$ cat src/hw/rtl/srta_pkg.sv
// ----------------------------------------------------------------------------
// srta_pkg: shared types and constants for the signed radix to ASCII block
// Transaction payloads, character codes, radix limits and digit helpers.
// ----------------------------------------------------------------------------
`default_nettype none

package srta_pkg;

  localparam int VALUE_W        = 32;
  localparam int RADIX_W        = 6;
  localparam int DIGIT_W        = 6;
  localparam int CHAR_W         = 7;
  localparam int VALUE_BITS_DEF = 32;

  localparam logic [RADIX_W-1:0] RADIX_MIN = RADIX_W'(2);
  localparam logic [RADIX_W-1:0] RADIX_MAX = RADIX_W'(36);

  localparam logic [CHAR_W-1:0] CH_ZERO   = CHAR_W'(8'h30);
  localparam logic [CHAR_W-1:0] CH_NINE   = CHAR_W'(8'h39);
  localparam logic [CHAR_W-1:0] ALPHA_GAP = CHAR_W'(7);
  localparam logic [CHAR_W-1:0] CH_MINUS  = CHAR_W'(8'h2D);

  typedef struct packed {
    logic signed [VALUE_W-1:0] value;
    logic [RADIX_W-1:0]        radix;
  } in_t;

  typedef struct packed {
    logic [CHAR_W-1:0] character;
    logic              last;
  } out_t;

  function automatic logic [RADIX_W-1:0] clamp_radix(input logic [RADIX_W-1:0] r);
    logic [RADIX_W-1:0] res;
    res = r;
    if (r < RADIX_MIN) begin
      res = RADIX_MIN;
    end else if (r > RADIX_MAX) begin
      res = RADIX_MAX;
    end
    return res;
  endfunction

  // Digits above nine skip the punctuation between '9' and 'A'.
  function automatic logic [CHAR_W-1:0] digit_char(input logic [DIGIT_W-1:0] d);
    logic [CHAR_W-1:0] c;
    c = CHAR_W'(d) + CH_ZERO;
    if (c > CH_NINE) begin
      c = c + ALPHA_GAP;
    end
    return c;
  endfunction

endpackage

`default_nettype wire

$ cat src/hw/rtl/srta_ram.sv
// ----------------------------------------------------------------------------
// srta_ram: generic single-port-write, single-port-read RAM
// One write and one registered read per cycle.
// ----------------------------------------------------------------------------
`default_nettype none

module srta_ram #(
  parameter int WIDTH = 8,
  parameter int DEPTH = 32,
  localparam int AW   = (DEPTH > 1) ? $clog2(DEPTH) : 1
) (
  input  wire logic             clk,
  input  wire logic             we,
  input  wire logic [AW-1:0]    waddr,
  input  wire logic [WIDTH-1:0] wdata,
  input  wire logic [AW-1:0]    raddr,
  output logic      [WIDTH-1:0] rdata
);

  logic [WIDTH-1:0] mem_r [DEPTH];
  logic [WIDTH-1:0] rdata_r;

  always_ff @(posedge clk) begin
    if (we) begin
      mem_r[waddr] <= wdata;
    end
    rdata_r <= mem_r[raddr];
  end

  assign rdata = rdata_r;

endmodule

`default_nettype wire

$ cat src/hw/rtl/srta_div.sv
// ----------------------------------------------------------------------------
// srta_div: restoring divider, one quotient bit per cycle
// Divides an unsigned value by a small radix; pulses done when finished.
// ----------------------------------------------------------------------------
`default_nettype none

module srta_div #(
  parameter int VALUE_BITS = srta_pkg::VALUE_BITS_DEF
) (
  input  wire logic                          clk,
  input  wire logic                          rst_n,
  input  wire logic                          start,
  input  wire logic [VALUE_BITS-1:0]         dividend,
  input  wire logic [srta_pkg::RADIX_W-1:0]  divisor,
  output logic                               done,
  output logic      [VALUE_BITS-1:0]         quotient,
  output logic      [srta_pkg::DIGIT_W-1:0]  remainder
);

  localparam int CW = $clog2(VALUE_BITS + 1);

  logic [VALUE_BITS-1:0]         q_r, q_nxt;
  logic [srta_pkg::DIGIT_W-1:0]  rem_r, rem_nxt;
  logic [srta_pkg::RADIX_W-1:0]  dsr_r, dsr_nxt;
  logic [CW-1:0]                 cnt_r, cnt_nxt;
  logic                          busy_r, busy_nxt;
  logic                          done_r, done_nxt;
  logic [srta_pkg::DIGIT_W:0]    trial;
  logic [srta_pkg::DIGIT_W:0]    diff;

  assign trial = {rem_r, q_r[VALUE_BITS-1]};
  assign diff  = trial - (srta_pkg::DIGIT_W + 1)'(dsr_r);

  always_comb begin
    q_nxt    = q_r;
    rem_nxt  = rem_r;
    dsr_nxt  = dsr_r;
    cnt_nxt  = cnt_r;
    busy_nxt = busy_r;
    done_nxt = 1'b0;
    if (start) begin
      q_nxt    = dividend;
      rem_nxt  = '0;
      dsr_nxt  = divisor;
      cnt_nxt  = CW'(VALUE_BITS);
      busy_nxt = 1'b1;
    end else if (busy_r) begin
      // subtract where the trial remainder covers the divisor, else restore
      if (trial >= (srta_pkg::DIGIT_W + 1)'(dsr_r)) begin
        rem_nxt = diff[srta_pkg::DIGIT_W-1:0];
        q_nxt   = {q_r[VALUE_BITS-2:0], 1'b1};
      end else begin
        rem_nxt = trial[srta_pkg::DIGIT_W-1:0];
        q_nxt   = {q_r[VALUE_BITS-2:0], 1'b0};
      end
      cnt_nxt = cnt_r - CW'(1);
      if (cnt_r == CW'(1)) begin
        busy_nxt = 1'b0;
        done_nxt = 1'b1;
      end
    end
  end

  always_ff @(posedge clk) begin
    if (!rst_n) begin
      busy_r <= 1'b0;
      done_r <= 1'b0;
      cnt_r  <= '0;
    end else begin
      busy_r <= busy_nxt;
      done_r <= done_nxt;
      cnt_r  <= cnt_nxt;
    end
    q_r   <= q_nxt;
    rem_r <= rem_nxt;
    dsr_r <= dsr_nxt;
  end

  assign done      = done_r;
  assign quotient  = q_r;
  assign remainder = rem_r;

endmodule

`default_nettype wire

$ cat src/hw/rtl/signed_radix_to_ascii.sv
// Flow: one division per digit, then a sign in S_SIGN if negative and each
// digit through S_RD, S_LOAD and S_EMIT; out_stall holds S_SIGN and S_EMIT.
// One transaction at a time (in_stall is high outside S_IDLE); the single
// one-bit-per-cycle divider is reused for every digit.
// Reset: synchronous, active low; sequencer and divider return to idle,
// the digit store is not cleared.
// ----------------------------------------------------------------------------
// signed_radix_to_ascii: signed integer to ASCII text in radix 2..36
// Divides repeatedly by the radix, stores the digits, then emits sign and
// digits most significant first with the last character marked.
// ----------------------------------------------------------------------------
`default_nettype none

module signed_radix_to_ascii #(
  parameter int VALUE_BITS = srta_pkg::VALUE_BITS_DEF
) (
  input  wire logic           clk,
  input  wire logic           rst_n,
  input  wire logic           in_valid,
  output logic                in_stall,
  input  wire srta_pkg::in_t  in_data,
  output logic                out_valid,
  input  wire logic           out_stall,
  output srta_pkg::out_t      out_data
);

  localparam int AW       = $clog2(VALUE_BITS);
  localparam int CW       = $clog2(VALUE_BITS + 1);
  localparam int EXT_BITS = (VALUE_BITS > srta_pkg::VALUE_W) ? VALUE_BITS : srta_pkg::VALUE_W;

  typedef enum logic [2:0] {
    S_IDLE,
    S_DIV,
    S_SIGN,
    S_RD,
    S_LOAD,
    S_EMIT
  } state_t;

  state_t                        state_r, state_nxt;
  logic [CW-1:0]                 cnt_r, cnt_nxt;
  logic                          neg_r, neg_nxt;
  logic [srta_pkg::RADIX_W-1:0]  radix_r, radix_nxt;
  logic                          out_valid_r, out_valid_nxt;
  srta_pkg::out_t                out_data_r, out_data_nxt;

  logic [EXT_BITS-1:0]           val_ext;
  logic [VALUE_BITS-1:0]         val;
  logic [VALUE_BITS-1:0]         mag;
  logic [srta_pkg::RADIX_W-1:0]  radix_in;

  logic                          div_start;
  logic [VALUE_BITS-1:0]         div_dividend;
  logic [srta_pkg::RADIX_W-1:0]  div_divisor;
  logic                          div_done;
  logic [VALUE_BITS-1:0]         div_quot;
  logic [srta_pkg::DIGIT_W-1:0]  div_rem;

  logic                          ram_we;
  logic [AW-1:0]                 ram_raddr;
  logic [srta_pkg::DIGIT_W-1:0]  ram_rdata;
  logic [CW-1:0]                 cnt_dec;

  logic                          in_acc;

  assign val_ext  = EXT_BITS'(in_data.value);
  assign val      = val_ext[VALUE_BITS-1:0];
  assign mag      = val[VALUE_BITS-1] ? (~val + VALUE_BITS'(1)) : val;
  assign radix_in = srta_pkg::clamp_radix(in_data.radix);

  assign in_stall = (state_r != S_IDLE);
  assign in_acc   = in_valid && (state_r == S_IDLE);

  assign cnt_dec   = cnt_r - CW'(1);
  assign ram_raddr = cnt_dec[AW-1:0];
  assign ram_we    = (state_r == S_DIV) && div_done;

  // keep dividing while the quotient is non-zero
  assign div_start    = in_acc || ((state_r == S_DIV) && div_done && (div_quot != '0));
  assign div_dividend = (state_r == S_IDLE) ? mag : div_quot;
  assign div_divisor  = (state_r == S_IDLE) ? radix_in : radix_r;

  always_comb begin
    state_nxt     = state_r;
    cnt_nxt       = cnt_r;
    neg_nxt       = neg_r;
    radix_nxt     = radix_r;
    out_valid_nxt = out_valid_r;
    out_data_nxt  = out_data_r;
    case (state_r)
      S_IDLE: begin
        if (in_acc) begin
          neg_nxt   = val[VALUE_BITS-1];
          radix_nxt = radix_in;
          cnt_nxt   = '0;
          state_nxt = S_DIV;
        end
      end
      S_DIV: begin
        if (div_done) begin
          cnt_nxt = cnt_r + CW'(1);
          if (div_quot == '0) begin
            if (neg_r) begin
              out_valid_nxt          = 1'b1;
              out_data_nxt.character = srta_pkg::CH_MINUS;
              out_data_nxt.last      = 1'b0;
              state_nxt              = S_SIGN;
            end else begin
              state_nxt = S_RD;
            end
          end
        end
      end
      S_SIGN: begin
        if (!out_stall) begin
          out_valid_nxt = 1'b0;
          state_nxt     = S_RD;
        end
      end
      S_RD: begin
        state_nxt = S_LOAD;
      end
      S_LOAD: begin
        out_valid_nxt          = 1'b1;
        out_data_nxt.character = srta_pkg::digit_char(ram_rdata);
        out_data_nxt.last      = (cnt_r == CW'(1));
        cnt_nxt                = cnt_dec;
        state_nxt              = S_EMIT;
      end
      S_EMIT: begin
        if (!out_stall) begin
          out_valid_nxt = 1'b0;
          state_nxt     = (cnt_r == '0) ? S_IDLE : S_RD;
        end
      end
      default: begin
        state_nxt     = S_IDLE;
        out_valid_nxt = 1'b0;
      end
    endcase
  end

  always_ff @(posedge clk) begin
    if (!rst_n) begin
      state_r     <= S_IDLE;
      cnt_r       <= '0;
      neg_r       <= 1'b0;
      out_valid_r <= 1'b0;
    end else begin
      state_r     <= state_nxt;
      cnt_r       <= cnt_nxt;
      neg_r       <= neg_nxt;
      out_valid_r <= out_valid_nxt;
    end
    radix_r    <= radix_nxt;
    out_data_r <= out_data_nxt;
  end

  assign out_valid = out_valid_r;
  assign out_data  = out_data_r;

  srta_div #(
    .VALUE_BITS(VALUE_BITS)
  ) u_div (
    .clk      (clk),
    .rst_n    (rst_n),
    .start    (div_start),
    .dividend (div_dividend),
    .divisor  (div_divisor),
    .done     (div_done),
    .quotient (div_quot),
    .remainder(div_rem)
  );

  srta_ram #(
    .WIDTH(srta_pkg::DIGIT_W),
    .DEPTH(VALUE_BITS)
  ) u_digits (
    .clk  (clk),
    .we   (ram_we),
    .waddr(cnt_r[AW-1:0]),
    .wdata(div_rem),
    .raddr(ram_raddr),
    .rdata(ram_rdata)
  );

endmodule

`default_nettype wire

$ cat config.mk
export PLATFORM = sky130hd
export DESIGN_NAME = signed_radix_to_ascii
export DESIGN_NICKNAME = d
export VERILOG_FILES = /design/src/hw/rtl/srta_pkg.sv /design/src/hw/rtl/srta_ram.sv /design/src/hw/rtl/srta_div.sv /design/src/hw/rtl/signed_radix_to_ascii.sv
export SDC_FILE = /design/constraint.sdc
export NUM_CORES = 1
export LEC_CHECK = 0
export BUFFER_PORTS_ARGS = -buffer_cell sky130_fd_sc_hd__buf_2
export CELL_PAD_IN_SITES_DETAIL_PLACEMENT = 1
export CELL_PAD_IN_SITES_GLOBAL_PLACEMENT = 1
export CORE_UTILIZATION = 47
export CTS_CLUSTER_SIZE = 25
export DETAILED_ROUTE_END_ITERATION = 16
export MAX_ROUTING_LAYER = met4
export PLACE_DENSITY = 0.76
export SLEW_MARGIN = 25
export SYNTH_ARGS = -nofsm -noshare
export SYNTH_HDL_FRONTEND = slang
export SYNTH_SLANG_ARGS = --single-unit
$ cat constraint.sdc
create_clock -name clk -period 2.9 [get_ports clk]
set_input_delay 0.435 -clock clk [delete_from_list [all_inputs] [get_ports clk]]
set_output_delay 0.435 -clock clk [all_outputs]
set_load 0.01 [all_outputs]
==> impl_results.md, run 1 <==
* Final setup fails at 0
* Internal power at 0.00912 W
* Final Hold Fails at 0
* Setup bufs post-CTS at 0
* Cell area after synthesis at 0.0124 sq mm
* ANT cells at 0
* Flops & latches, synth at 275
* Resize count post-CTS at 0
* Seq pwr share at 0.420
* Starting Density at 0.477
* Drt via density at between 5 and 6
* Post-synth EDFFs at ~240
* FFs w/ async S/R, synth at 0
* FF-to-FF setup slack at 0.15 ns
* Distinct cell type count after synthesis at 63
* Worst setup EP type: register
* Vias in the first global route at 7,760
* Initial drt markers at 592
* Vias post-DR at 7,274
* Cells after Synth at approximately 800
* Reg clk slew, reported paths at 0.06 ns
* Synth Flop Type: edfxtp_1
* Hpwl dp at between 15 and 20 mm
* Hold Crit Depth at 1
* Nets at roughly 940
* Crit Path Class: register to register
* CTS tree: yes
* Root buf cell: clkbuf_16
* Leak at around 4.7 nW
* CP Cell Sequence: nor3b_2 > buf_4 > nand3_1 > nor2_1
* Crit path max-delay family: simple AND/OR/NAND/NOR gates
* Pins over their slew limit at 0
* Hold Path Sink: radix_r[5]
* Layout area overhead at 14.2%
* Clk sink count at 275
* Largest net degree at the start of global routing at 56
* Post-DP Area at about 0.013 sq mm
* R2R cell count at 4
* Max frequency at 364 MHz
* Post-synthesis sequential area ratio at 0.642
* Syn avg cell area at 15.5 sq um
* Slowest cell on crit path: nor2_1
* Skew final at 0.0106 ns
* Slew margin rel. at 0.474
* Worst Tran Pin Value at 0.786 ns
* Most frequent cells in the layout: edfxtp_1 (244), mux4_2 (60), nor2_1 (53)
* Buffers on Ports at 51
* Die Width at 164 um
* Pwr Total at 0.0130 W
* GP Congestion at 0.817
* Layout cells sized above 1 at 0.258
* Max FO, Critical Path at 11
* Switch Pwr at 0.00389 W
* Worst setup SP type: register
* Core area at around 0.026 sq mm
* RSZ-0062 raised after global routing: false
* Clock power frac at 0.295
* Total negative setup slack at 0 ns
* Die Y at 164 um
* First-pass GRT wire length at around 45 mm
* Full die area at approximately 0.027 sq mm
* Worst Hold Class: primary input to register
* Worst-Skew Late Latency at 0.54 ns
* Status: finished clean
* Register area at between 0.007 and 0.008 sq mm
* CTS buffer count at 28
* Syn_nets at 860
* Fillers at 2,484
* GRT overflow at 0
* H-tree depth at 1
* Part of the cycle the worst path needs at 0.947
* R2R Path Start: state_r[2]
* Count of standard-cell rows at about 60
* Final Cell Area at 0.0141 sq mm
* Power per Cell Area at 920 mW/mm^2
* GRT Util Overall at 0.231
* Combinational Power Share at 0.285
* WP buf/inv at 1
* Hold-fix buffers, CTS at 0
* Routed len/inst at 23.9 um
* Minimum clock period at 2.75 ns
* Post-DRT Antenna Nets at 0
* CP Data Required Time at 3.06 ns
* Ports at 52
* First-pass iteration count of the detailed router at 4
* Synth Warn # at 0
* Min-delay src: in_data[5]
* Total Wirelength at 29.5 mm
* Worst vdd ir at 0.586 mV
* Commonest non-fill, non-tap cell in the layout: edfxtp_1
* Multi-input gate area at 0.00413 sq mm
* Clock tree buffer depth at 3
* DRC violations left at 0
* Switching share of power at 0.299
* Initial antenna violation count at 0
* FF-to-FF End: u_digits.mem_r[18][5]
* Max-cap violations at 0
* Worst endpoint data arrival time at a little under 3 ns
* Crit-path max cell delay at 0.81 ns
[metrics by stage]
stage                      util  std cells  hold WS, ns  setup slack, ns
after global placement    0.507       1181        0.498            0.326
after CTS                 0.544       1233        0.153            0.117
after global routing      0.544       1233        0.161           0.0660
after detailed placement  0.507       1181        0.505            0.232
final                     0.544       1233        0.172            0.154
after floorplan               -        799        0.446            0.202
[power groups by stage]
stage,clock [W],combinational (W),sequential [W]
3_5_place_dp,0,0.00370,0.00554
6_report,0.00383,0.00371,0.00547
5_1_grt,0.00401,0.00403,0.00550
3_3_place_gp,0,0.00354,0.00552
2_1_floorplan,0,0.00240,0.00558
4_1_cts,0.00387,0.00374,0.00546
[final cells by class]
| class | count | share of cell area |
|---|---|---|
| Multi-Input combinational cell | 453 | 0.292 |
| Sequential cell | 275 | 0.562 |
| Clock buffer | 36 | 0.0546 |
| Inverter | 35 | 0.00929 |
| Timing Repair Buffer | 83 | 0.0377 |
| Tap cell | 335 | 0.0296 |
| Clock inverter | 16 | 0.0145 |
[worst register-to-register path, cell delays in order (launching register included)]
cell     delay [ns]
dfxtp_1        0.32
nor3b_2        0.47
buf_4          0.28
nand3_1        0.50
nor2_1         0.81
[synthesized netlist by cell type, drive strengths merged, types with 2 or more instances]
cell type / count / area (sq um)
a311oi: 5 / 43.8
xnor2: 36 / 315
or3: 6 / 37.5
mux2: 36 / 405
dfxtp: 31 / 621
xor2: 10 / 87.6
edfxtp: 244 / 7330
a22oi: 2 / 15.0
mux2i: 6 / 60.1
or4: 2 / 15.0
or2: 3 / 18.8
ha: 18 / 225
o221a: 3 / 33.8
nor2b: 3 / 18.8
o21ai: 21 / 105
nor2: 53 / 199
nand4: 5 / 37.5
nand2b: 6 / 37.5
nor4bb: 2 / 20.0
nand2: 34 / 128
o211ai: 5 / 42.5
clkbuf: 20 / 75.1
mux4: 60 / 1350
o22ai: 2 / 12.5
nand3: 22 / 110
nor4: 13 / 93.8
buf: 16 / 110
a21oi: 20 / 100
o21a: 3 / 22.5
o41ai: 7 / 61.3
nor3b: 3 / 27.5
nor3: 20 / 105
a21o: 6 / 45.0
inv: 34 / 128
a211oi: 3 / 22.5
nand3b: 7 / 52.6
o31ai: 14 / 105
a21boi: 2 / 15.0
and2: 2 / 12.5
[routing by layer]
metal | share of wire | routed length [um] | track usage | vias to the layer above
met5 | 0 | 0 | - | -
met4 | 0.017 | 492 | 0.0589 | 0
met3 | 0.045 | 1340 | 0.0338 | 32
met2 | 0.51 | 15000 | 0.381 | 192
met1 | 0.43 | 12600 | 0.301 | 3762
li1 | - | - | - | 3288
[cell families after synthesis]
family,Yosys count,synth area share
muxes,102,0.147
DFF,275,0.642
buffers and inverters,71,0.0256
xor gates and xnor gates,46,0.0325
adders and majority gates,20,0.0206
and+or+nand+nor,184,0.0760
AOI/OAI and AO/OA,101,0.0568
[worst max path at each step]
stage	start	end	depth (start not counted)
4_1_cts	state_r[2]	u_digits.mem_r[18][3]	4
6_report	state_r[2]	u_digits.mem_r[18][5]	4
3_3_place_gp	in_data[6]	u_div.quotient[26]	8
5_1_grt	state_r[2]	u_digits.mem_r[18][0]	4
2_1_floorplan	cnt_r[0]	u_digits.rdata[0]	9
3_5_place_dp	in_data[6]	u_div.quotient[26]	8
[sequential cells by signal (all words and copies together), names as in the netlist]
| signal | flops |
|---|---|
| u_digits.rdata | 6 |
| u_div.dsr_r | 6 |
| cnt_r | 6 |
| u_digits.mem_r | 192 |
| u_div.remainder | 6 |
| radix_r | 6 |
| out_valid | 1 |
| neg_r | 1 |
| u_div.cnt_r | 6 |
| state_r | 3 |
| u_div.busy_r | 1 |
| out_data | 8 |
| u_div.quotient | 32 |
| u_div.done | 1 |
(Power assumes the default switching activity.)
==> inputs of run 2 (changes only) <==
- CORE_UTILIZATION: 47 -> 30
- PLACE_DENSITY: 0.76 -> 0.53
==> run 2 against run 1 <==
Against the previous run:
- the run now ends with DRC left
- critical path depth grew 2
- hold slack got worse by 0.023 ns
- total power decreased by 2.0%
- register-to-register slack improved by 0.23 ns
- core utilization down 19 points
- worst setup slack improved by 0.23 ns
- sequential share of layout area fell by 1.4 points
- combinational power is essentially flat
- clock skew increased by 0.021 ns
- global-route usage shrank 8.2 points
- die area grew 56%
- fmax increased by 9.1%
- largest power group unchanged
==> impl_results.md, run 2 (synthesis gave the netlist of run 1 again) <==
* Status: finished with violations
* Failing checks: DRC
* Worst setup SP type: register
* Layout area overhead at 17.2%
* Seq pwr share at 0.429 (+0.009)
* GP Congestion at 0.726 (-11%)
* WP buf/inv at 2 (+1)
* Combinational Power Share at 0.291 (+0.006)
* Initial antenna violation count at 0 (unchanged)
* Fillers at 4,255 (+71%)
* Pins over their slew limit at 0 (unchanged)
* Max FFs per register at 192 (unchanged)
* Final Cell Area at 0.0145 sq mm (+2.6%)
* Post-DP Area at 0.0136 sq mm (+3.2%)
* Ports at 52 (unchanged)
* Max FO, Critical Path at 24 (+13)
* Post-DRT Antenna Nets at 0 (unchanged)
* Power per Cell Area at 879 mW/mm^2 (-4.5%)
* R2R cell count at 6 (+2)
* Clk sink count at 275 (unchanged)
* CTS buffer count at 30 (+7.1%)
* Switch Pwr at 0.00396 W (+1.7%)
* Max frequency at 397 MHz (+9.1%)
* Slew margin rel. at 0.509 (+0.0350)
* Worst Hold Class: primary input to register
* Clock tree buffer depth at 3 (unchanged)
* Leak at 4.78 nW (+1.8%)
* Max-cap violations at 0 (unchanged)
* Worst-Skew Late Latency at 0.58 ns (+0.04 ns)
* Crit path max-delay family: multiplexers
* H-tree depth at 1 (unchanged)
* RSZ-0062 raised after global routing: false
* Starting Density at 0.304 (-0.173)
* Most frequent cells in the layout: edfxtp_1 (244), mux4_2 (60), nor2_1 (53)
* Vias post-DR at 7,121 (-2.1%)
* Layout cells sized above 1 at 0.275 (+0.0165)
* Hold-fix buffers, CTS at 0 (unchanged)
* First-pass GRT wire length at 46.0 mm (+1.3%)
* Die Width at 205 um (+25%)
* Internal power at 0.00879 W (-3.6%)
* Drt via density at 4.89 (-17%)
* Worst setup EP type: register
* Worst endpoint data arrival time at 2.98 ns (+0.07 ns)
* Final Hold Fails at 0 (unchanged)
* Met2 Usage GRT at 0.256 (-0.126)
* Hold Crit Depth at 2 (+1)
* Inst Count DP at 1,400 (+19%)
* Root buf cell: clkbuf_16
* Worst path most repeated cell: mux4_2
* Crit Path Class: register to register
* Nets at 961 (+2.6%)
* Non-Filler Instances at 1,456 (+18%)
* Most used routing layer: met2
* Clock power frac at 0.281 (-0.014)
* Routed len/inst at 20.7 um (-13%)
* Multi-input gate area at 0.00413 sq mm (unchanged)
* Reg clk slew, reported paths at 0.06 ns (about the same)
* Hpwl dp at 20.4 mm (+3.2%)
* Register area at 0.00795 sq mm (unchanged)
* Slowest cell on crit path: mux4_2
* Worst vdd ir at 0.423 mV (-28%)
* Resize count post-CTS at 0 (unchanged)
* FF-to-FF setup slack at 0.38 ns (+0.23 ns)
* ANT cells at 0 (unchanged)
* CP Data Required Time at 3.36 ns (+0.30 ns)
* Total Wirelength at 30.2 mm (+2.2%)
* Minimum clock period at 2.52 ns (-0.230 ns)
* Worst Tran Pin Value at 0.729 ns (-0.0563 ns)
* Setup bufs post-CTS at 0 (unchanged)
* Total negative setup slack at 0 ns (unchanged)
* First-pass iteration count of the detailed router at 10 (+6)
* Vias in the first global route at 7,496 (-3.4%)
* Core area at 0.0407 sq mm (+57%)
* Part of the cycle the worst path needs at 0.868 (-0.0793)
* Buffers on Ports at 51 (unchanged)
* Commonest non-fill, non-tap cell in the layout: edfxtp_1
* Final setup fails at 0 (unchanged)
* Count of standard-cell rows at 74 (+25%)
* Biggest register: u_digits.mem_r
* GRT Util Overall at 0.149 (-0.0824)
* Final worst slack at 0.384 ns (+0.230 ns)
* Crit-path max cell delay at 0.50 ns (-0.31 ns)
* Die Y at 205 um (+25%)
* Initial drt markers at 325 (-45%)
* CTS tree: yes
* Full die area at 0.0421 sq mm (+56%)
* CP Cell Sequence: inv_1 > ha_2 > buf_12 > mux4_2 > mux4_2 > mux2_2
* Levels on crit path at 6 (+2)
* Skew final at 0.0318 ns (+0.0213 ns)
* DRC violations left at 1 (+1)
* Dpl ws at 0.264 ns (+0.0322 ns)
* WHS at 0.149 ns (-0.0230 ns)
* GR Util met1 at 0.185 (-0.116)
* Largest net degree at the start of global routing at 56 (unchanged)
* GRT overflow at 0 (unchanged)
* Switching share of power at 0.311 (+0.0112)
* Met3 GRT Util at 0.0188 (-0.0151)
-- run 2: changes by cell type in the layout (fill, tap and decap cells not counted), moves of 2 or more --
cell,delta
clkinv_1,+4
clkbuf_8,-2
bufinv_16,-4
buf_4,+21
clkinv_2,+2
clkinvlp_4,+3
-- run 2: through the flow --
step	power [W]	utilization
floorplan	0.00799	-
global placement	0.00931	0.334
detailed placement	0.00935	0.334
CTS	0.0130	0.356
global route	0.0134	0.356
finish	0.0128	0.356
-- run 2: power groups by stage --
stage	Clock, W	Sequential [W]	Combinational [W]
floorplan	0	0.00558	0.00240
global placement	0	0.00556	0.00376
detailed placement	0	0.00556	0.00378
CTS	0.00369	0.00548	0.00380
global route	0.00380	0.00553	0.00407
finish	0.00358	0.00547	0.00370
-- run 2: final timing paths --
| check | from | endpoint |
|---|---|---|
| min | rst_n | cnt_r[4] |
| min reg2reg | out_valid | out_valid |
| max reg2reg | cnt_r[1] | u_digits.rdata[1] |
| max | cnt_r[1] | u_digits.rdata[1] |
-- run 2: layout make-up --
cell class                      instances  area share
Clock buffer                           35      0.0530
Clock inverter                         21      0.0106
Inverter                               35     0.00905
Multi-Input combinational cell        453       0.285
Sequential cell                       275       0.548
Tap cell                              532      0.0459
Timing Repair Buffer                  105      0.0490
-- run 2: per-layer routing --
metal,part of all wire,wire length (um)
met5,0,0
met4,0.022,675
met3,0.025,740
met2,0.51,15300
met1,0.45,13400
-- run 2: worst register-to-register path: stages, from the launching register on --
cell,delay [ns]
dfxtp_1,0.46
inv_1,0.14
ha_2,0.41
buf_12,0.20
mux4_2,0.40
mux4_2,0.50
mux2_2,0.30
==> inputs of run 3 (changes only) <==
==> constraint.sdc (replaced) <==
create_clock -name clk -period 2.2 [get_ports clk]
set_input_delay 0.22 -clock clk [delete_from_list [all_inputs] [get_ports clk]]
set_output_delay 0.22 -clock clk [all_outputs]
set_load 0.01 [all_outputs]
==> run 3 against run 2 <==
Against the previous run:
- the flow finishes with violations (setup timing)
- worst setup slack got worse by 0.43 ns
- critical path depth is 1 higher
- die area stayed put
- design area grew 7.2%
- hold slack worse by 0.11 ns
- clock-buffer cell count increased by 8
- register-to-register slack lost 0.43 ns
- final cell count grew 5.5%
- highest routed layer unchanged
==> impl_results.md, run 3 (synthesis gave the netlist of run 1 again) <==
* Worst endpoint data arrival time at 2.55 ns (-0.43 ns)
* GP Congestion at 0.777 (+7.0%)
* Largest net degree at the start of global routing at 35 (-38%)
* Initial drt markers at 338 (+4.0%)
* Max-cap violations at 0 (unchanged)
* Crit Path Class: register to register
* Core area at 0.0407 sq mm (unchanged)
* Routed len/inst at 20.2 um (-2.5%)
* Die Width at 205 um (unchanged)
* Fin util at 0.382 (+0.0256)
* Slowest cell on crit path: edfxtp_1
* Vias in the first global route at 7,846 (+4.7%)
* GRT overflow at 0 (unchanged)
* Clk sink count at 275 (unchanged)
* DRC violations left at 0 (-1)
* Layout cells sized above 1 at 0.345 (+0.0697)
* Drt via density at 4.82 (-1.5%)
* Pins over their slew limit at 0 (unchanged)
* CTS tree: yes
* Ports at 52 (unchanged)
* Hpwl dp at 21.0 mm (+2.6%)
* Crit-path max cell delay at 0.42 ns (-0.08 ns)
* Post-DRT Antenna Nets at 0 (unchanged)
* Initial antenna violation count at 0 (unchanged)
* Most frequent cells in the layout: edfxtp_1 (244), buf_4 (106), mux4_2 (60)
* Minimum clock period at 2.24 ns (-0.274 ns)
* ANT cells at 0 (unchanged)
* GR Util met1 at 0.197 (+0.0113)
* Total Wirelength at 31.0 mm (+2.8%)
* Clock tree buffer depth at 3 (unchanged)
* Count of standard-cell rows at 74 (unchanged)
* Met2 Usage GRT at 0.260 (+0.00483)
* Part of the cycle the worst path needs at 1.02 (+0.152)
* WP buf/inv at 2 (unchanged)
* H-tree depth at 1 (unchanged)
* Full die area at 0.0421 sq mm (unchanged)
* Status: finished with violations
* RSZ-0062 raised after global routing: true
* Crit path max-delay family: simple AND/OR/NAND/NOR gates
* Commonest non-fill, non-tap cell in the layout: edfxtp_1
* Power per Cell Area at 1160 mW/mm^2 (+31%)
* Final worst slack at -0.0424 ns (-0.426 ns)
* Layout area overhead at 25.6%
* Worst vdd ir at 0.632 mV (+49%)
* Worst-Skew Late Latency at 0.59 ns (about the same)
* Worst Hold Class: primary input to register
* Buffers on Ports at 51 (unchanged)
* GRT Util Overall at 0.155 (+0.00611)
* Worst setup EP type: register
* Die Y at 205 um (unchanged)
* Reg clk slew, reported paths at 0.06 ns (about the same)
* Worst setup SP type: register
* Vias post-DR at 7,398 (+3.9%)
* Skew final at 0.0361 ns (+0.00427 ns)
* Dpl ws at -0.280 ns (-0.544 ns)
* Max FFs per register at 192 (unchanged)
* Slew margin rel. at 0.580 (+0.0708)
* FF-to-FF setup slack at -0.04 ns (-0.43 ns)
* Final Hold Fails at 0 (unchanged)
* CTS buffer count at 30 (unchanged)
* CP Data Required Time at 2.51 ns (-0.85 ns)
* Most used routing layer: met2
* First-pass GRT wire length at 47.8 mm (+4.0%)
* Max FO, Critical Path at 7 (-71%)
* Leak at 5.32 nW (+11%)
* Root buf cell: clkbuf_16
* CP Cell Sequence: nor4_4 > nand4_1 > buf_4 > o211ai_2 > and2_4 > buf_4 > mux2_2
* Worst path most repeated cell: buf_4
* Worst Tran Pin Value at 0.626 ns (-0.103 ns)
* Failing checks: setup timing
* Met3 GRT Util at 0.0196 (+0.000795)
* Nets at 1,042 (+8.4%)
* Biggest register: u_digits.mem_r
* Starting Density at 0.304 (unchanged)
* Final setup fails at 17 (+17)
* Max frequency at 446 MHz (+12%)
* First-pass iteration count of the detailed router at 4 (-6)
==> run 3: cell types whose count changed in the layout (fill, tap and decap cells not counted), sizes merged <==
| cell | delta |
|---|---|
| buf | +74 |
| clkinv | -7 |
| clkinvlp | -2 |
| dlygate4sd3 | +5 |
| clkbuf | +10 |
==> run 3: worst paths after layout <==
path,from,endpoint,depth (start not counted)
hold / removal,in_data[4],radix_r[4],2
hold reg to reg,cnt_r[5],cnt_r[5],1
setup reg to reg,u_div.quotient[13],u_div.quotient[0],7
setup / recovery,u_div.quotient[13],u_div.quotient[0],7
==> run 3: layout make-up <==
class / count / area [sq um]
fill: 4216 / 25200
sequential: 275 / 7960
multi-input combinational: 453 / 4250
timing repair buffer: 186 / 1600
clock buffer: 43 / 830
tap: 532 / 666
inverter: 35 / 136
clock inverter: 12 / 115
==> run 3: metal layers <==
layer,up-vias,share of wire
met5,-,0
met1,3751,0.45
met3,49,0.025
met2,101,0.50
li1,3497,-
met4,0,0.025
==> run 3: power breakdown <==
group | total [W] | internal, W | switching (W)
logic | 0.00594 | 0.00298 | 0.00296
registers | 0.00724 | 0.00682 | 0.000416
clock network | 0.00480 | 0.00274 | 0.00205
total | 0.0180 | 0.0125 | 0.00543
==> run 3: timing repair <==
item,CTS,global route
endpoints found under the setup margin,65,83
hold endpoints to repair,6,0
hold buffers,5,0
gates cloned,4,3
gates resized for setup,17,17
pin swaps,4,4
buffers inserted,13,5
==> run 3: through the flow <==
step	hold WS (ns)	TNS (ns)	power [W]	instance area [sq um]	cells
2_1_floorplan	0.351	-0.502	0.0107	12500	799
3_3_place_gp	0.491	-5.43	0.0126	14100	1453
3_5_place_dp	0.495	-4.86	0.0126	14100	1453
4_1_cts	0.0284	-0.782	0.0180	15400	1530
5_1_grt	0.0361	-5.03	0.0189	15600	1536
6_report	0.0419	-0.409	0.0180	15600	1536
